### config.mk
export PLATFORM = sky130hd
export DESIGN_NAME = sliding_window_sender
export DESIGN_NICKNAME = d
export VERILOG_FILES = /design/src/rtl/swsnd_pkg.sv /design/src/rtl/sliding_window_sender.sv
export SDC_FILE = /design/constraint.sdc
export NUM_CORES = 1
export LEC_CHECK = 0
export BUFFER_PORTS_ARGS = -buffer_cell sky130_fd_sc_hd__buf_2
export CAP_MARGIN = 5
export CORE_MARGIN = 2
export CORE_UTILIZATION = 30
export CTS_CLUSTER_DIAMETER = 200
export DETAILED_ROUTE_END_ITERATION = 12
export GPL_TIMING_DRIVEN = 0
export SYNTH_ARGS = -nofsm -noshare
export SYNTH_HDL_FRONTEND = slang
export SYNTH_SLANG_ARGS = --single-unit
### constraint.sdc
create_clock -name aclk -period 7.4 [get_ports aclk]
set_input_delay 0.37 -clock aclk [delete_from_list [all_inputs] [get_ports aclk]]
set_output_delay 0.37 -clock aclk [all_outputs]
set_load 0.01 [all_outputs]
### src/rtl/swsnd_pkg.sv
// Package for the sliding-window sender: sizes, command, packet-kind and
// configuration register codes shared by the RTL and the port checker.
// No dependencies.
package swsnd_pkg;

    localparam int WINDOW       = 4;
    localparam int SEQ_SPACE    = 8;
    localparam int PAYLOAD_BITS = 64;

    localparam int SEQ_W   = 3;
    localparam int SLOT_W  = (WINDOW > 1) ? $clog2(WINDOW) : 1;
    localparam int OUT_W   = $clog2(WINDOW + 1);
    // Working width for small sums and compares of sequence and slot values.
    localparam int CMP_W   = 10;

    localparam int TIMER_W = 16;
    localparam int DUP_W   = 4;
    localparam int CFG_IDX_W  = 1;
    localparam int CFG_DATA_W = 16;

    localparam logic [1:0] CMD_SEND = 2'd0;
    localparam logic [1:0] CMD_ACK  = 2'd1;
    localparam logic [1:0] CMD_TICK = 2'd2;

    localparam logic [1:0] KIND_NONE = 2'd0;
    localparam logic [1:0] KIND_NEW  = 2'd1;
    localparam logic [1:0] KIND_RETX = 2'd2;

    localparam logic [CFG_IDX_W-1:0] REG_TIMEOUT_TICKS = 1'd0;
    localparam logic [CFG_IDX_W-1:0] REG_DUP_ACK_THR   = 1'd1;

    localparam logic [TIMER_W-1:0] TIMEOUT_RESET = 16'd20;
    localparam logic [DUP_W-1:0]   DUP_THR_RESET = 4'd3;

endpackage

### src/rtl/sliding_window_sender.sv
// Sliding-window reliable-transfer sender with cumulative acks, fast
// retransmit on repeated base acks and a single retransmit timer.
// Each status result is registered in the single result register between the
// channels; throughput one item per cycle while the result channel takes results.
// Reset (aresetn low, synchronous) empties the window, disarms the timer and
// restores timeout_ticks = 20 and dup_ack_threshold = 3.
module sliding_window_sender (
    input  logic                                 aclk,
    input  logic                                 aresetn,
    // configuration write port
    input  logic                                 cfg_wr_en,
    input  logic [swsnd_pkg::CFG_IDX_W-1:0]      cfg_index,
    input  logic [swsnd_pkg::CFG_DATA_W-1:0]     cfg_wdata,
    // input channel
    input  logic                                 s_valid,
    output logic                                 s_ready,
    input  logic [1:0]                           s_command,
    input  logic [63:0]                          s_payload,
    input  logic [2:0]                           s_ack_number,
    input  logic                                 s_ack_checksum_ok,
    // result channel
    output logic                                 m_valid,
    input  logic                                 m_ready,
    output logic [1:0]                           m_packet_kind,
    output logic [2:0]                           m_packet_seqnum,
    output logic [63:0]                          m_packet_payload,
    output logic                                 m_accepted,
    output logic                                 m_window_full,
    output logic                                 m_timer_running
);
    import swsnd_pkg::*;

    // configuration
    logic [TIMER_W-1:0] timeout_reg;
    logic [DUP_W-1:0]   dup_thr_reg;

    // sender state
    logic [63:0]        window_store [WINDOW];
    logic [SEQ_W-1:0]   base_seq_reg,    base_seq_next;
    logic [SEQ_W-1:0]   next_seq_reg,    next_seq_next;
    logic [OUT_W-1:0]   outstanding_reg, outstanding_next;
    logic [DUP_W-1:0]   dup_count_reg,   dup_count_next;
    logic [TIMER_W-1:0] timer_left_reg,  timer_left_next;
    logic               timer_armed_reg, timer_armed_next;
    logic [SLOT_W-1:0]  ring_head_reg,   ring_head_next;

    // result register
    logic               m_valid_reg;
    logic [1:0]         kind_reg,  kind_next;
    logic [2:0]         seq_reg,   seq_next;
    logic [63:0]        pay_reg,   pay_next;
    logic               acc_reg,   acc_next;
    logic               full_reg;
    logic               timer_run_reg;

    logic               in_xfer;
    logic               store_we;
    logic [SLOT_W-1:0]  store_slot;
    logic [63:0]        send_data;
    logic [63:0]        base_data;

    logic [CMP_W-1:0]   slot_sum;
    logic [CMP_W-1:0]   head_sum;
    logic [CMP_W-1:0]   dist_raw;
    logic [CMP_W-1:0]   ack_dist;
    logic [CMP_W-1:0]   outst_ext;
    logic [DUP_W-1:0]   dup_inc;
    logic [CMP_W-1:0]   seq_inc;

    // Accept a new item whenever the result register is empty or drains now.
    assign s_ready = !m_valid_reg || m_ready;
    assign in_xfer = s_valid && s_ready;

    // Keep only the low PAYLOAD_BITS of the payload.
    assign send_data = s_payload & ({64{1'b1}} >> (64 - PAYLOAD_BITS));
    assign base_data = window_store[ring_head_reg];

    assign outst_ext = CMP_W'(outstanding_reg);
    // Slot of the new packet: head + outstanding, wrapped once.
    assign slot_sum  = CMP_W'(ring_head_reg) + outst_ext;
    // Ack distance from base, modulo the sequence space.
    assign dist_raw  = CMP_W'(s_ack_number) + CMP_W'(SEQ_SPACE) - CMP_W'(base_seq_reg);
    assign ack_dist  = (dist_raw >= CMP_W'(SEQ_SPACE)) ? dist_raw - CMP_W'(SEQ_SPACE)
                                                       : dist_raw;
    assign head_sum  = CMP_W'(ring_head_reg) + ack_dist;
    assign dup_inc   = dup_count_reg + 1'b1;
    assign seq_inc   = CMP_W'(next_seq_reg) + 1'b1;

    assign store_slot = (slot_sum >= CMP_W'(WINDOW)) ? SLOT_W'(slot_sum - CMP_W'(WINDOW))
                                                     : SLOT_W'(slot_sum);

    always_comb begin
        base_seq_next    = base_seq_reg;
        next_seq_next    = next_seq_reg;
        outstanding_next = outstanding_reg;
        dup_count_next   = dup_count_reg;
        timer_left_next  = timer_left_reg;
        timer_armed_next = timer_armed_reg;
        ring_head_next   = ring_head_reg;
        kind_next        = KIND_NONE;
        seq_next         = '0;
        pay_next         = '0;
        acc_next         = 1'b0;
        store_we         = 1'b0;

        unique case (s_command)
            CMD_SEND: begin
                if (outst_ext < CMP_W'(WINDOW)) begin
                    store_we         = 1'b1;
                    // arm the timer when the window was empty
                    if (outstanding_reg == '0) begin
                        timer_left_next  = timeout_reg;
                        timer_armed_next = 1'b1;
                    end
                    outstanding_next = outstanding_reg + 1'b1;
                    kind_next        = KIND_NEW;
                    seq_next         = next_seq_reg;
                    pay_next         = send_data;
                    acc_next         = 1'b1;
                    next_seq_next    = (seq_inc >= CMP_W'(SEQ_SPACE)) ? '0
                                                                      : SEQ_W'(seq_inc);
                end
            end
            CMD_ACK: begin
                if (s_ack_checksum_ok && (CMP_W'(s_ack_number) < CMP_W'(SEQ_SPACE))) begin
                    if ((ack_dist != '0) && (ack_dist <= outst_ext)) begin
                        // slide the base and free the covered slots
                        base_seq_next    = s_ack_number;
                        ring_head_next   = (head_sum >= CMP_W'(WINDOW))
                                         ? SLOT_W'(head_sum - CMP_W'(WINDOW))
                                         : SLOT_W'(head_sum);
                        outstanding_next = OUT_W'(outst_ext - ack_dist);
                        dup_count_next   = '0;
                        if (outst_ext == ack_dist) begin
                            timer_armed_next = 1'b0;
                            timer_left_next  = '0;
                        end else begin
                            timer_left_next  = timeout_reg;
                            timer_armed_next = 1'b1;
                        end
                    end else if ((ack_dist == '0) && (outstanding_reg != '0)) begin
                        dup_count_next = dup_inc;
                        if (dup_inc >= dup_thr_reg) begin
                            // fast retransmit of the base packet
                            kind_next        = KIND_RETX;
                            seq_next         = base_seq_reg;
                            pay_next         = base_data;
                            timer_left_next  = timeout_reg;
                            timer_armed_next = 1'b1;
                            dup_count_next   = '0;
                        end
                    end
                end
            end
            CMD_TICK: begin
                if (timer_armed_reg) begin
                    if (timer_left_reg <= TIMER_W'(1)) begin
                        if (outstanding_reg != '0) begin
                            // timeout: resend the base packet and reload
                            kind_next        = KIND_RETX;
                            seq_next         = base_seq_reg;
                            pay_next         = base_data;
                            timer_left_next  = timeout_reg;
                            timer_armed_next = 1'b1;
                        end else begin
                            timer_armed_next = 1'b0;
                            timer_left_next  = '0;
                        end
                    end else begin
                        timer_left_next = timer_left_reg - 1'b1;
                    end
                end
            end
            default: begin
                // unknown command: status result only
            end
        endcase
    end

    // Configuration registers; the user writes them only while the block is idle (not enforced here).
    always_ff @(posedge aclk) begin
        if (!aresetn) begin
            timeout_reg <= TIMEOUT_RESET;
            dup_thr_reg <= DUP_THR_RESET;
        end else if (cfg_wr_en) begin
            unique case (cfg_index)
                REG_TIMEOUT_TICKS: timeout_reg <= cfg_wdata[TIMER_W-1:0];
                REG_DUP_ACK_THR:   dup_thr_reg <= cfg_wdata[DUP_W-1:0];
                default: begin
                end
            endcase
        end
    end

    // Window ring: write the sent payload into its slot, no reset needed.
    always_ff @(posedge aclk) begin
        if (in_xfer && store_we) begin
            window_store[store_slot] <= send_data;
        end
    end

    // Sender state advances on every input transfer.
    always_ff @(posedge aclk) begin
        if (!aresetn) begin
            base_seq_reg    <= '0;
            next_seq_reg    <= '0;
            outstanding_reg <= '0;
            dup_count_reg   <= '0;
            timer_left_reg  <= '0;
            timer_armed_reg <= 1'b0;
            ring_head_reg   <= '0;
        end else if (in_xfer) begin
            base_seq_reg    <= base_seq_next;
            next_seq_reg    <= next_seq_next;
            outstanding_reg <= outstanding_next;
            dup_count_reg   <= dup_count_next;
            timer_left_reg  <= timer_left_next;
            timer_armed_reg <= timer_armed_next;
            ring_head_reg   <= ring_head_next;
        end
    end

    // Result register: load on input transfer, drop valid once taken.
    always_ff @(posedge aclk) begin
        if (!aresetn) begin
            m_valid_reg <= 1'b0;
        end else if (in_xfer) begin
            m_valid_reg <= 1'b1;
        end else if (m_ready) begin
            m_valid_reg <= 1'b0;
        end
    end

    always_ff @(posedge aclk) begin
        if (in_xfer) begin
            kind_reg <= kind_next;
            seq_reg  <= seq_next;
            pay_reg  <= pay_next;
            acc_reg  <= acc_next;
            full_reg <= (CMP_W'(outstanding_next) == CMP_W'(WINDOW));
        end
    end

    assign m_valid          = m_valid_reg;
    assign m_packet_kind    = kind_reg;
    assign m_packet_seqnum  = seq_reg;
    assign m_packet_payload = pay_reg;
    assign m_accepted       = acc_reg;
    assign m_window_full    = full_reg;
    // timer state after the step equals the live register while a result waits
    always_ff @(posedge aclk) begin
        if (in_xfer) begin
            timer_run_reg <= timer_armed_next;
        end
    end
    assign m_timer_running  = timer_run_reg;

endmodule

After elaboration in Yosys (flattened, before gate mapping)

Memory sizes are Yosys's and may differ from the RTL's. A register that Yosys moved wholly into a read port is not among the register bits.
Index checks and enable logic that the tools add are counted.

Word-level logic and storage cells: 136
Output and inout bits: 74
Memories: 1
Flip-flop bits (word level): 125
Memory bits (writable): 256
Bits of input ports: 92

Bitwise gates (word level): 1
Add/subtract/negate cells: 12
Equality and inequality tests: 10
$lt $le $gt $ge: 8
Mux-type cells: 68
Reduce and logical (&&, ||, !) cells: 20

Memories:

| memory       | depth | bits a word | read ports | clocked after Yosys merged registers in | write ports | RTL line                    | RTL |
|---|---|---|---|---|---|---|---|
| window_store | 4     | 64          | 1          | 1                                       | 1           | sliding_window_sender.sv:38 | `logic [63:0] window_store [WINDOW];` |

Operators by type and width:

| cell                                                                                 | count |
|---|---|
| 64-bit two-way mux                                                                   | 8 |
| 64-bit one-hot mux with 3 select lines                                               | 1 |
| 16-bit two-way mux                                                                   | 10 |
| 16-bit one-hot mux with 3 select lines                                               | 1 |
| 3-bit two-way mux                                                                    | 12 |
| 2-bit two-way mux                                                                    | 11 |
| 1-bit two-way mux                                                                    | 17 |
| 16-bit by 1-bit <= comparator with 1-bit output, second input constant               | 1 |
| 16-bit by 1-bit subtractor with 16-bit output, second input constant                 | 1 |
| 4-bit two-way mux                                                                    | 3 |
| 2-bit by 10-bit adder with 10-bit output                                             | 1 |
| 3-bit by 10-bit equality test with 1-bit output                                      | 1 |
| 10-bit by 3-bit greater-or-equal comparator with 1-bit output, second input constant | 1 |
| 10-bit by 4-bit greater-or-equal comparator with 1-bit output, second input constant | 1 |
| 10-bit by 3-bit <= comparator with 1-bit output                                      | 1 |
| 10-bit logical NOT                                                                   | 1 |
| 10-bit two-way mux                                                                   | 1 |
| 10-bit nonzero test                                                                  | 1 |
| 3-bit one-hot mux with 3 select lines                                                | 1 |
| 2-bit != test, second input constant                                                 | 4 |
| 4-bit AND reduction                                                                  | 2 |
| 8-bit AND reduction                                                                  | 1 |
| 6-bit by 5-bit subtractor with 7-bit output, second input constant                   | 1 |
| 3-bit != test, second input constant                                                 | 2 |
| 28 further kinds                                                                     | 35 |

Depth between registers and ports, before layout

Gate-level depths: netlist of the first run.

Depth after elaboration: 10
Depth in mapped cells: 13

Worst setup path after synthesis of the first run

OpenSTA, ideal clock, no wires.

Path kind: input-to-reg
Start point: in m_ready
End point: mem window_store[0][0], enable pin
Data required time: 6.835 ns
Setup time: 0.565 ns
Data arrival time: 7.097 ns
Stages on the path: 5
Path slack: -0.262 ns
Cells stage by stage: nand2b_1 nand2_1 inv_1 nand2_1 nor3_1

Cells in the longest elaborated chain, start to end: 5

Ends and longest elaborated chain:

| element                                 | RTL line                     | RTL |
|---|---|---|
| from (decl)                             | sliding_window_sender.sv:23  | `input logic m_ready,` |
| 1-bit logical OR                        | sliding_window_sender.sv:71  | `assign s_ready = !m_valid_reg \|\| m_ready;` |
| 1-bit logical AND                       | sliding_window_sender.sv:72  | `assign in_xfer = s_valid && s_ready;` |
| via in_xfer                             | sliding_window_sender.sv:56  | `logic in_xfer;` |
| 1-bit logical AND                       | sliding_window_sender.sv:197 | `if (in_xfer && store_we) begin` |
| 1-bit two-way mux                       | sliding_window_sender.sv:197 |  |
| 1-bit two-way mux (not written as such) | sliding_window_sender.sv:198 | `window_store[store_slot] <= send_data;` |
| to (decl)                               | sliding_window_sender.sv:38  |  |

The timed path passes the listed nets, and every way through them passes these cells.

Worst setup path after layout of the first run

Start point: reg base_seq_reg[0]
End point: reg timer_left_reg[7]

Cells in the longest elaborated chain, start to end: 8
Elaborated cells on any way between the ends: 17
Classes of those cells: 2 x add/sub; 2 x order compare; 3 x eq/ne; 5 x mux; 5 x reduce/logical

Ends and longest elaborated chain:

| element                                                                                                                      | RTL line                                                   | RTL |
|---|---|---|
| from (decl)                                                                                                                  | sliding_window_sender.sv:39                                | `logic [SEQ_W-1:0] base_seq_reg, base_seq_next;` |
| from (signal assigned)                                                                                                       | sliding_window_sender.sv:213                               | `base_seq_reg <= base_seq_next;` |
| 5-bit by 3-bit subtractor with 6-bit output (*)                                                                              | sliding_window_sender.sv:82                                | `assign dist_raw = CMP_W'(s_ack_number) + CMP_W'(SEQ_SPACE) - CMP_W'(base_seq_reg);` |
| 10-bit by 4-bit greater-or-equal comparator with 1-bit output or 6-bit by 5-bit subtractor with 7-bit output (tied branches) | sliding_window_sender.sv:83                                | `assign ack_dist = (dist_raw >= CMP_W'(SEQ_SPACE)) ? dist_raw - CMP_W'(SEQ_SPACE)` |
| 10-bit two-way mux (*)                                                                                                       | sliding_window_sender.sv:83                                |  |
| 10-bit by 3-bit <= comparator with 1-bit output, or another cell as far along                                                | sliding_window_sender.sv:126                               | `if ((ack_dist != '0) && (ack_dist <= outst_ext)) begin` |
| 1-bit logical AND or 16-bit two-way mux (tied branches)                                                                      | sliding_window_sender.sv:126, sliding_window_sender.sv:134 |  |
| 16-bit two-way mux                                                                                                           | sliding_window_sender.sv:126                               |  |
| 16-bit two-way mux                                                                                                           | sliding_window_sender.sv:125                               | `if (s_ack_checksum_ok && (CMP_W'(s_ack_number) < CMP_W'(SEQ_SPACE))) begin` |
| 16-bit one-hot mux with 3 select lines                                                                                       | sliding_window_sender.sv:106                               | `unique case (s_command)` |
| to (signal assigned)                                                                                                         | sliding_window_sender.sv:217                               | `timer_left_reg <= timer_left_next;` |
| to (decl)                                                                                                                    | sliding_window_sender.sv:43                                | `logic [TIMER_W-1:0] timer_left_reg, timer_left_next;` |

Every way passes the cells marked *; elsewhere a longest branch is shown, timed or not. The select of a mux whose other input is x is not followed.
A chain may end at the register's enable or synchronous reset.

==> results of run 1 <==
-- critical path: cells and delay by family, from the launching register on --
family / cells / cell delay [ps]
adders and majority gates: 3 / 960
AOI/OAI and AO/OA: 4 / 920
buffers and inverters: 3 / 580
DFF: 1 / 330
and+or+nand+nor: 1 / 260
xor gates and xnor gates: 1 / 250
-- cell usage after synthesis, types with 2 or more instances --
library cell | count | area share
ha_1 | 22 | 0.018
nand2b_1 | 21 | 0.0084
o31a_1 | 3 | 0.0017
a21boi_0 | 23 | 0.011
a2111oi_2 | 2 | 0.0019
mux2_2 | 2 | 0.0014
nor4_1 | 3 | 0.0012
nor2b_1 | 4 | 0.0016
o21ai_0 | 28 | 0.0090
edfxtp_1 | 328 | 0.63
a211oi_1 | 3 | 0.0014
o21ba_2 | 2 | 0.0013
a21oi_1 | 8 | 0.0026
nor3_2 | 3 | 0.0019
and3_1 | 4 | 0.0016
and2_1 | 6 | 0.0024
o221ai_1 | 16 | 0.0090
nand3b_1 | 2 | 0.00096
inv_1 | 26 | 0.0063
mux4_2 | 64 | 0.092
buf_6 | 3 | 0.0022
nand2_1 | 63 | 0.015
mux2i_1 | 5 | 0.0032
xnor2_1 | 9 | 0.0051
buf_2 | 11 | 0.0035
nand3_1 | 18 | 0.0058
nor3_1 | 5 | 0.0016
fa_1 | 2 | 0.0026
nand4_1 | 6 | 0.0024
xor2_1 | 7 | 0.0039
clkbuf_1 | 34 | 0.0082
buf_1 | 4 | 0.00096
nor2_1 | 17 | 0.0041
o21a_1 | 4 | 0.0019
dfxtp_1 | 55 | 0.071
a22o_1 | 67 | 0.038
a31oi_1 | 20 | 0.0080
a21o_1 | 2 | 0.00096
-- routing by layer --
layer | vias up | track usage | share of wire | routed length (um)
met2 | 222 | 0.224 | 0.47 | 17400
li1 | 4191 | - | - | -
met3 | 50 | 0.0293 | 0.054 | 1990
met5 | - | 0 | 0.0010 | 38
met4 | 6 | 0.0395 | 0.019 | 684
met1 | 4618 | 0.186 | 0.45 | 16600
-- final cells by class --
type | instances | area (um2) | area share
multi-input cells | 466 | 4340 | 0.228
inverters | 27 | 104 | 0.00547
flip-flops and latches | 383 | 11000 | 0.577
plain buffers | 52 | 231 | 0.0122
well taps | 680 | 851 | 0.0448
repair buffers | 189 | 1170 | 0.0616
clock inverters | 24 | 219 | 0.0115
clock buffers | 52 | 1130 | 0.0595
-- final timing paths --
| kind | startpoint | endpoint | cells after the start |
|---|---|---|---|
| min | s_payload[41] | window_store[1][41]$_DFFE_PP_ | 1 |
| min reg2reg | timeout_reg[12]$_SDFFE_PN0P_ | timeout_reg[12]$_SDFFE_PN0P_ | 2 |
| max | base_seq_reg[0]$_SDFFE_PN0N_ | timer_left_reg[7]$_SDFFE_PN0P_ | 12 |
| max reg2reg | base_seq_reg[0]$_SDFFE_PN0N_ | timer_left_reg[7]$_SDFFE_PN0P_ | 12 |
-- cells by family (layout without fill, tap and decap cells) --
| logic type | Yosys count | after routing | synth area share |
|---|---|---|---|
| buffers and inverters | 79 | 344 | 0.0213 |
| flip-flops | 383 | 383 | 0.702 |
| AND/OR/NAND/NOR | 163 | 163 | 0.0541 |
| AO/OA/AOI/OAI | 191 | 191 | 0.0951 |
| XOR/XNOR | 17 | 17 | 0.0100 |
| multiplexers | 71 | 71 | 0.0971 |
| adder cells (fa/ha/maj) | 24 | 24 | 0.0202 |
-- power breakdown --
| part | switching (uW) | total (uW) | internal [uW] |
|---|---|---|---|
| combinational | 215 | 359 | 144 |
| clock | 862 | 2060 | 1190 |
| sequential | 28.5 | 2430 | 2400 |
| total | 1110 | 4840 | 3740 |
-- stage by stage --
step	total power [uW]	std cells	util	hold slack, ps	cell area, um2
after floorplan	2690	928	-	434	15600
after global placement	2830	1772	0.336	443	17300
after detailed placement	2840	1794	0.343	450	17600
after CTS	4920	1873	0.369	1.68	19000
after global routing	5040	1873	0.369	20.2	19000
final	4840	1873	0.369	40.8	19000
-- timing repair --
action | CTS | global route
hold endpoints to repair | 9 | 0
endpoints found under the setup margin | 0 | 0
hold buffers | 3 | 0
==> metrics.cfg, run 1 <==
[worst_setup_path]
worstPathRequired_ps=7830
worstPathArrival_ps=3880
worstSetupStartpointType=flop
cp-end-kind=flop
critPathKind=reg -> reg
path_max_fanout=10
max_stage_delay_ps=400
slowest_stage=fa_1
path_cells=ha_1 -> fa_1 -> xor2_2 -> inv_2 -> ha_1 -> and3_1 -> a21oi_1 -> buf_2 -> o32ai_2 -> o21a_1 -> buf_2 -> a31oi_1
regToRegSetupSlack_ps=3950

[clock_tree]
clockRootBuffer=clkbuf_16
clock_latency_ps=570
clock-sinks=383
cts.repair.resized=0
cts_max_level=2
tritoncts=yes
cts_inserted_buffers=42
post-cts-setup-buffers=0
path_clk_slew_ps=60
clk_path_buf_depth=3

[place]
gp_congestion=0.813
detailedPlacementHpwl_mm=24.7
port_buffers=164
pre_cts_slack_ps=3800

[run_status]
status=finished, final reports clean

[power_and_ir_drop]
powerDensity_nw_per_um2=255
peakVddDrop_uv=139
leakage_uw=0.00650

[finish]
drive_above_1_share=0.292
nets=1277
final_common_cell=edfxtp_1
layout_common_cells=328 x edfxtp_1, 175 x buf_2, 67 x a22o_1
n_fill_cell=4890
largest_reg_flops=256
diodes=0
largest-register=window_store
area_growth_pct=21.8

[sta]
slew_headroom=0.324
setup_slack_ps=3950
hold_viol_final=0
max_freq_ghz=0.290
rsz0062_at_grt=no
slew_violations=0
period_needed_ps=3450
finClkSkew_ps=21.0
finalCritPeriodShare=0.466
finalSetupViolCount=0
setup_tns_ps=0
tightest_slew_ps=1000

[logic_synthesis]
synthFlopType=edfxtp_1
synthesis.area_um2=15600
syn-num-nets=1044
yosys_warnings=0
synthCells=928
synth.avg_cell_area_um2=16.8
synth_edf_count=328
async_reset_ff_frac=0
synth.distinct_cells=64
ys_seq_area_frac=0.702
ys_ff_latch=383

[detailed_routing]
vias=9087
routed_wl_mm=36.7
drc=0
vias_per_cell=4.85
wl_per_cell_um=19.6
drtIter0Drc=547
firstDrtPassIters=4
ant_nets=0

[global_route]
grt_pass1_vias=9388
antenna_found_initial=4
grt_pass1_wl_mm=56.0
grt_max_degree=44
grt.overflow.total=0
track_usage=0.138

[floorplanning]
die-width_um=232
std_cell_rows=83
initial_utilization=0.303
core_area_um2=51400
pin_count=166
dieArea_um2=53800
die_height_um=232

[min_path]
worstHoldPathType=in -> reg

[run]
maxCapViolations=0

No activity file was read; power rests on OpenSTA's default activity.
==> run 2, diff against run 1 <==
--- a/config.mk
+++ b/config.mk
@@ -5,6 +5,7 @@
 export SDC_FILE = /design/constraint.sdc
 export NUM_CORES = 1
 export LEC_CHECK = 0
+export ABC_AREA = 1
 export BUFFER_PORTS_ARGS = -buffer_cell sky130_fd_sc_hd__buf_2
 export CAP_MARGIN = 5
 export CORE_MARGIN = 2
==> constraint.sdc (replaced) <==
create_clock -name aclk -period 3.3 [get_ports aclk]
set_input_delay 0.165 -clock aclk [delete_from_list [all_inputs] [get_ports aclk]]
set_output_delay 0.165 -clock aclk [all_outputs]
set_load 0.01 [all_outputs]
==> run 2 against run 1 <==
Combinational power rose to 3.5 times the previous value. Die area up 4.6%. Clock power up 140%. Flip-flop and latch count unchanged. Cell count up 37%. Hold slack worse by 1.2 ps. Worst setup slack worse by 3600 ps. Synthesized cell count up 65%. Clock skew up 4.4 ps. Global-route usage up 2.0 points. Synthesized area up 4.7%.
==> metrics.cfg, run 2 <==
[clock_tree]
cts_max_level=2  ; unchanged
hold_buffers=88  ; +85
clock-sinks=383  ; unchanged
clk_path_buf_depth=3  ; unchanged
path_clk_slew_ps=60  ; about the same
tritoncts=yes
clockRootBuffer=clkbuf_16
cts.repair.resized=0  ; unchanged
cts_inserted_buffers=42  ; unchanged
post-cts-setup-buffers=0  ; unchanged
clock_latency_ps=590  ; +20 ps

[sta]
setup_tns_ps=0  ; unchanged
finalSetupViolCount=0  ; unchanged
rsz0062_at_grt=no
finClkSkew_ps=25.3  ; +4.36 ps
slew_headroom=0.393  ; +0.0690
hold_slack_ps=39.6  ; -1.25 ps
period_needed_ps=2980  ; -470 ps
slew_violations=0  ; unchanged
hold_viol_final=0  ; unchanged
tightest_slew_ps=908  ; -92.4 ps
finalCritPeriodShare=0.903  ; +0.437
max_freq_ghz=0.336  ; +16%

[logic_synthesis]
synth.largest_area_cell=edfxtp_1
synth_top_area_frac=0.603  ; -0.0285
synthesis.area_um2=16300  ; +4.7%
post-synth-top-count-cell=nand2_1
synthFlopType=edfxtp_1
synth_edf_count=328  ; unchanged
ys_seq_area_frac=0.670  ; -0.0317
synth_area_leaders=edfxtp_1 60%, nand2_1 8.0%, dfxtp_1 6.7%, o21ai_0 5.3%, nor2_1 4.9%
synth.avg_cell_area_um2=10.7  ; -36%
synthCells=1527  ; +65%
synthTopCellsByCount=349 x nand2_1, 328 x edfxtp_1, 214 x nor2_1
yosys_warnings=0  ; unchanged
async_reset_ff_frac=0  ; unchanged
syn-num-nets=1643  ; +57%
ys_ff_latch=383  ; unchanged
synth.distinct_cells=39  ; -39%

[floorplanning]
std_cell_rows=85  ; +2.4%
die_height_um=237  ; +2.3%
initial_utilization=0.304  ; about the same
die-width_um=237  ; +2.3%
core_area_um2=53800  ; +4.7%
pin_count=166  ; unchanged
dieArea_um2=56300  ; +4.6%

[power_and_ir_drop]
leakage_uw=0.00800  ; +23%
powerDensity_nw_per_um2=564  ; +120%
power_uw=11700  ; +140%
peakVddDrop_uv=357  ; +160%

[global_route]
grt_pass1_vias=12000  ; +28%
grt_pass1_wl_mm=68.3  ; +22%
antenna_found_initial=4  ; unchanged
grt_max_degree=61  ; +39%
track_usage=0.157  ; +0.0198
grt.overflow.total=0  ; unchanged

[detailed_routing]
ant_nets=0  ; unchanged
routed_wl_mm=45.1  ; +23%
drc=0  ; unchanged
vias_per_cell=4.77  ; -1.7%
vias=12200  ; +35%
firstDrtPassIters=5  ; +1
wl_per_cell_um=17.6  ; -10%
drtIter0Drc=751  ; +37%

[worst_setup_path]
path_cells=buf_2 -> nor2_4 -> inv_1 -> nor2_2 -> inv_1 -> nor3_4 -> buf_16 -> buf_8 -> buf_16
max_stage_delay_ps=780  ; +380 ps
critPathKind=reg -> reg
path_max_fanout=15  ; +5
worstPathRequired_ps=3570  ; -4260 ps
worstSetupStartpointType=flop
cpLargestDelayFamily=simple AND/OR/NAND/NOR gates
cp-end-kind=flop
cp.buffers_inverters=6  ; +3
slowest_stage=nor3_4
worstPathArrival_ps=3250  ; -630 ps

[place]
gp_congestion=0.853  ; +4.9%
detailedPlacementHpwl_mm=29.3  ; +19%
port_buffers=164  ; unchanged
dp.cells=2398  ; +34%

[finish]
layout_common_cells=349 x nand2_1, 328 x edfxtp_1, 214 x nor2_1
largest_reg_flops=256  ; unchanged
nets=1950  ; +53%
fin_cells=2567  ; +37%
final_common_cell=nand2_1
largest-register=window_store
area_growth_pct=26.6
fin_util=0.384  ; +0.0147
drive_above_1_share=0.161  ; -0.131

[run]
maxCapViolations=0  ; unchanged

[min_path]
worstHoldPathType=in -> reg

[run_status]
status=finished, final reports clean

-- run 2: changes by cell type in the layout (fill, tap and decap cells not counted), sizes merged, moves of 67 or more --
cell         previous run  this run
nand2                  63       357
nor2                   17       226
o21ai                  28       176
dlygate4sd3             3        88
a22o                   67         0
-- run 2: where the power goes --
group	internal [uW]	switching, uW
clock	2930	2010
combinational	449	803
sequential	5400	72.3
total	8780	2890
-- run 2: final cells by class --
type	instances	area, um2
antenna	3	7.51
buffer	78	357
clock buffer	46	1070
clock inverter	32	395
fill	5195	33100
inverter	69	274
multi-input combinational	997	4780
sequential	383	11000
tap	696	871
timing repair buffer	263	1970
-- run 2: worst register-to-register path: cells and delay by family, from the launching register on --
family,cells,cell delay (ps)
flops,1,340
simple gates,3,1170
buf+inv,6,1160
-- run 2: final timing paths --
kind	startpoint	cells after the start	endpoint	slack (ps)
worst min register to register	dup_thr_reg[3]$_SDFFE_PN0P_	2	dup_thr_reg[3]$_SDFFE_PN0P_	480
worst min-delay path	aresetn	3	next_seq_reg[0]$_SDFFE_PN0P_	40
worst max-delay path	outstanding_reg[2]$_SDFFE_PN0P_	9	window_store[3][57]$_DFFE_PP_	320
worst max register to register	outstanding_reg[2]$_SDFFE_PN0P_	9	window_store[3][57]$_DFFE_PP_	320
-- run 2: per-stage QoR --
step,worst slack [ps],instance area [um2]
4_1_cts,303,20700
3_5_place_dp,94.9,18300
6_report,322,20700
3_3_place_gp,-3530,18000
5_1_grt,169,20700
2_1_floorplan,-681,16300
-- run 2: cell families after synthesis --
family	after synthesis	share of synthesized area
adders and majority gates	24	0.0193
and+or+nand+nor	656	0.163
DFF	383	0.670
xor gates and xnor gates	12	0.00643
AOI/OAI and AO/OA	305	0.102
buffers and inverters	147	0.0381
-- run 2: per-layer routing --
metal	global-route usage	share of wire	vias up
met1	0.208	0.46	5887
li1	-	-	5951
met2	0.259	0.47	330
met4	0.0547	0.025	2
met5	0	0.00029	-
met3	0.0311	0.050	70
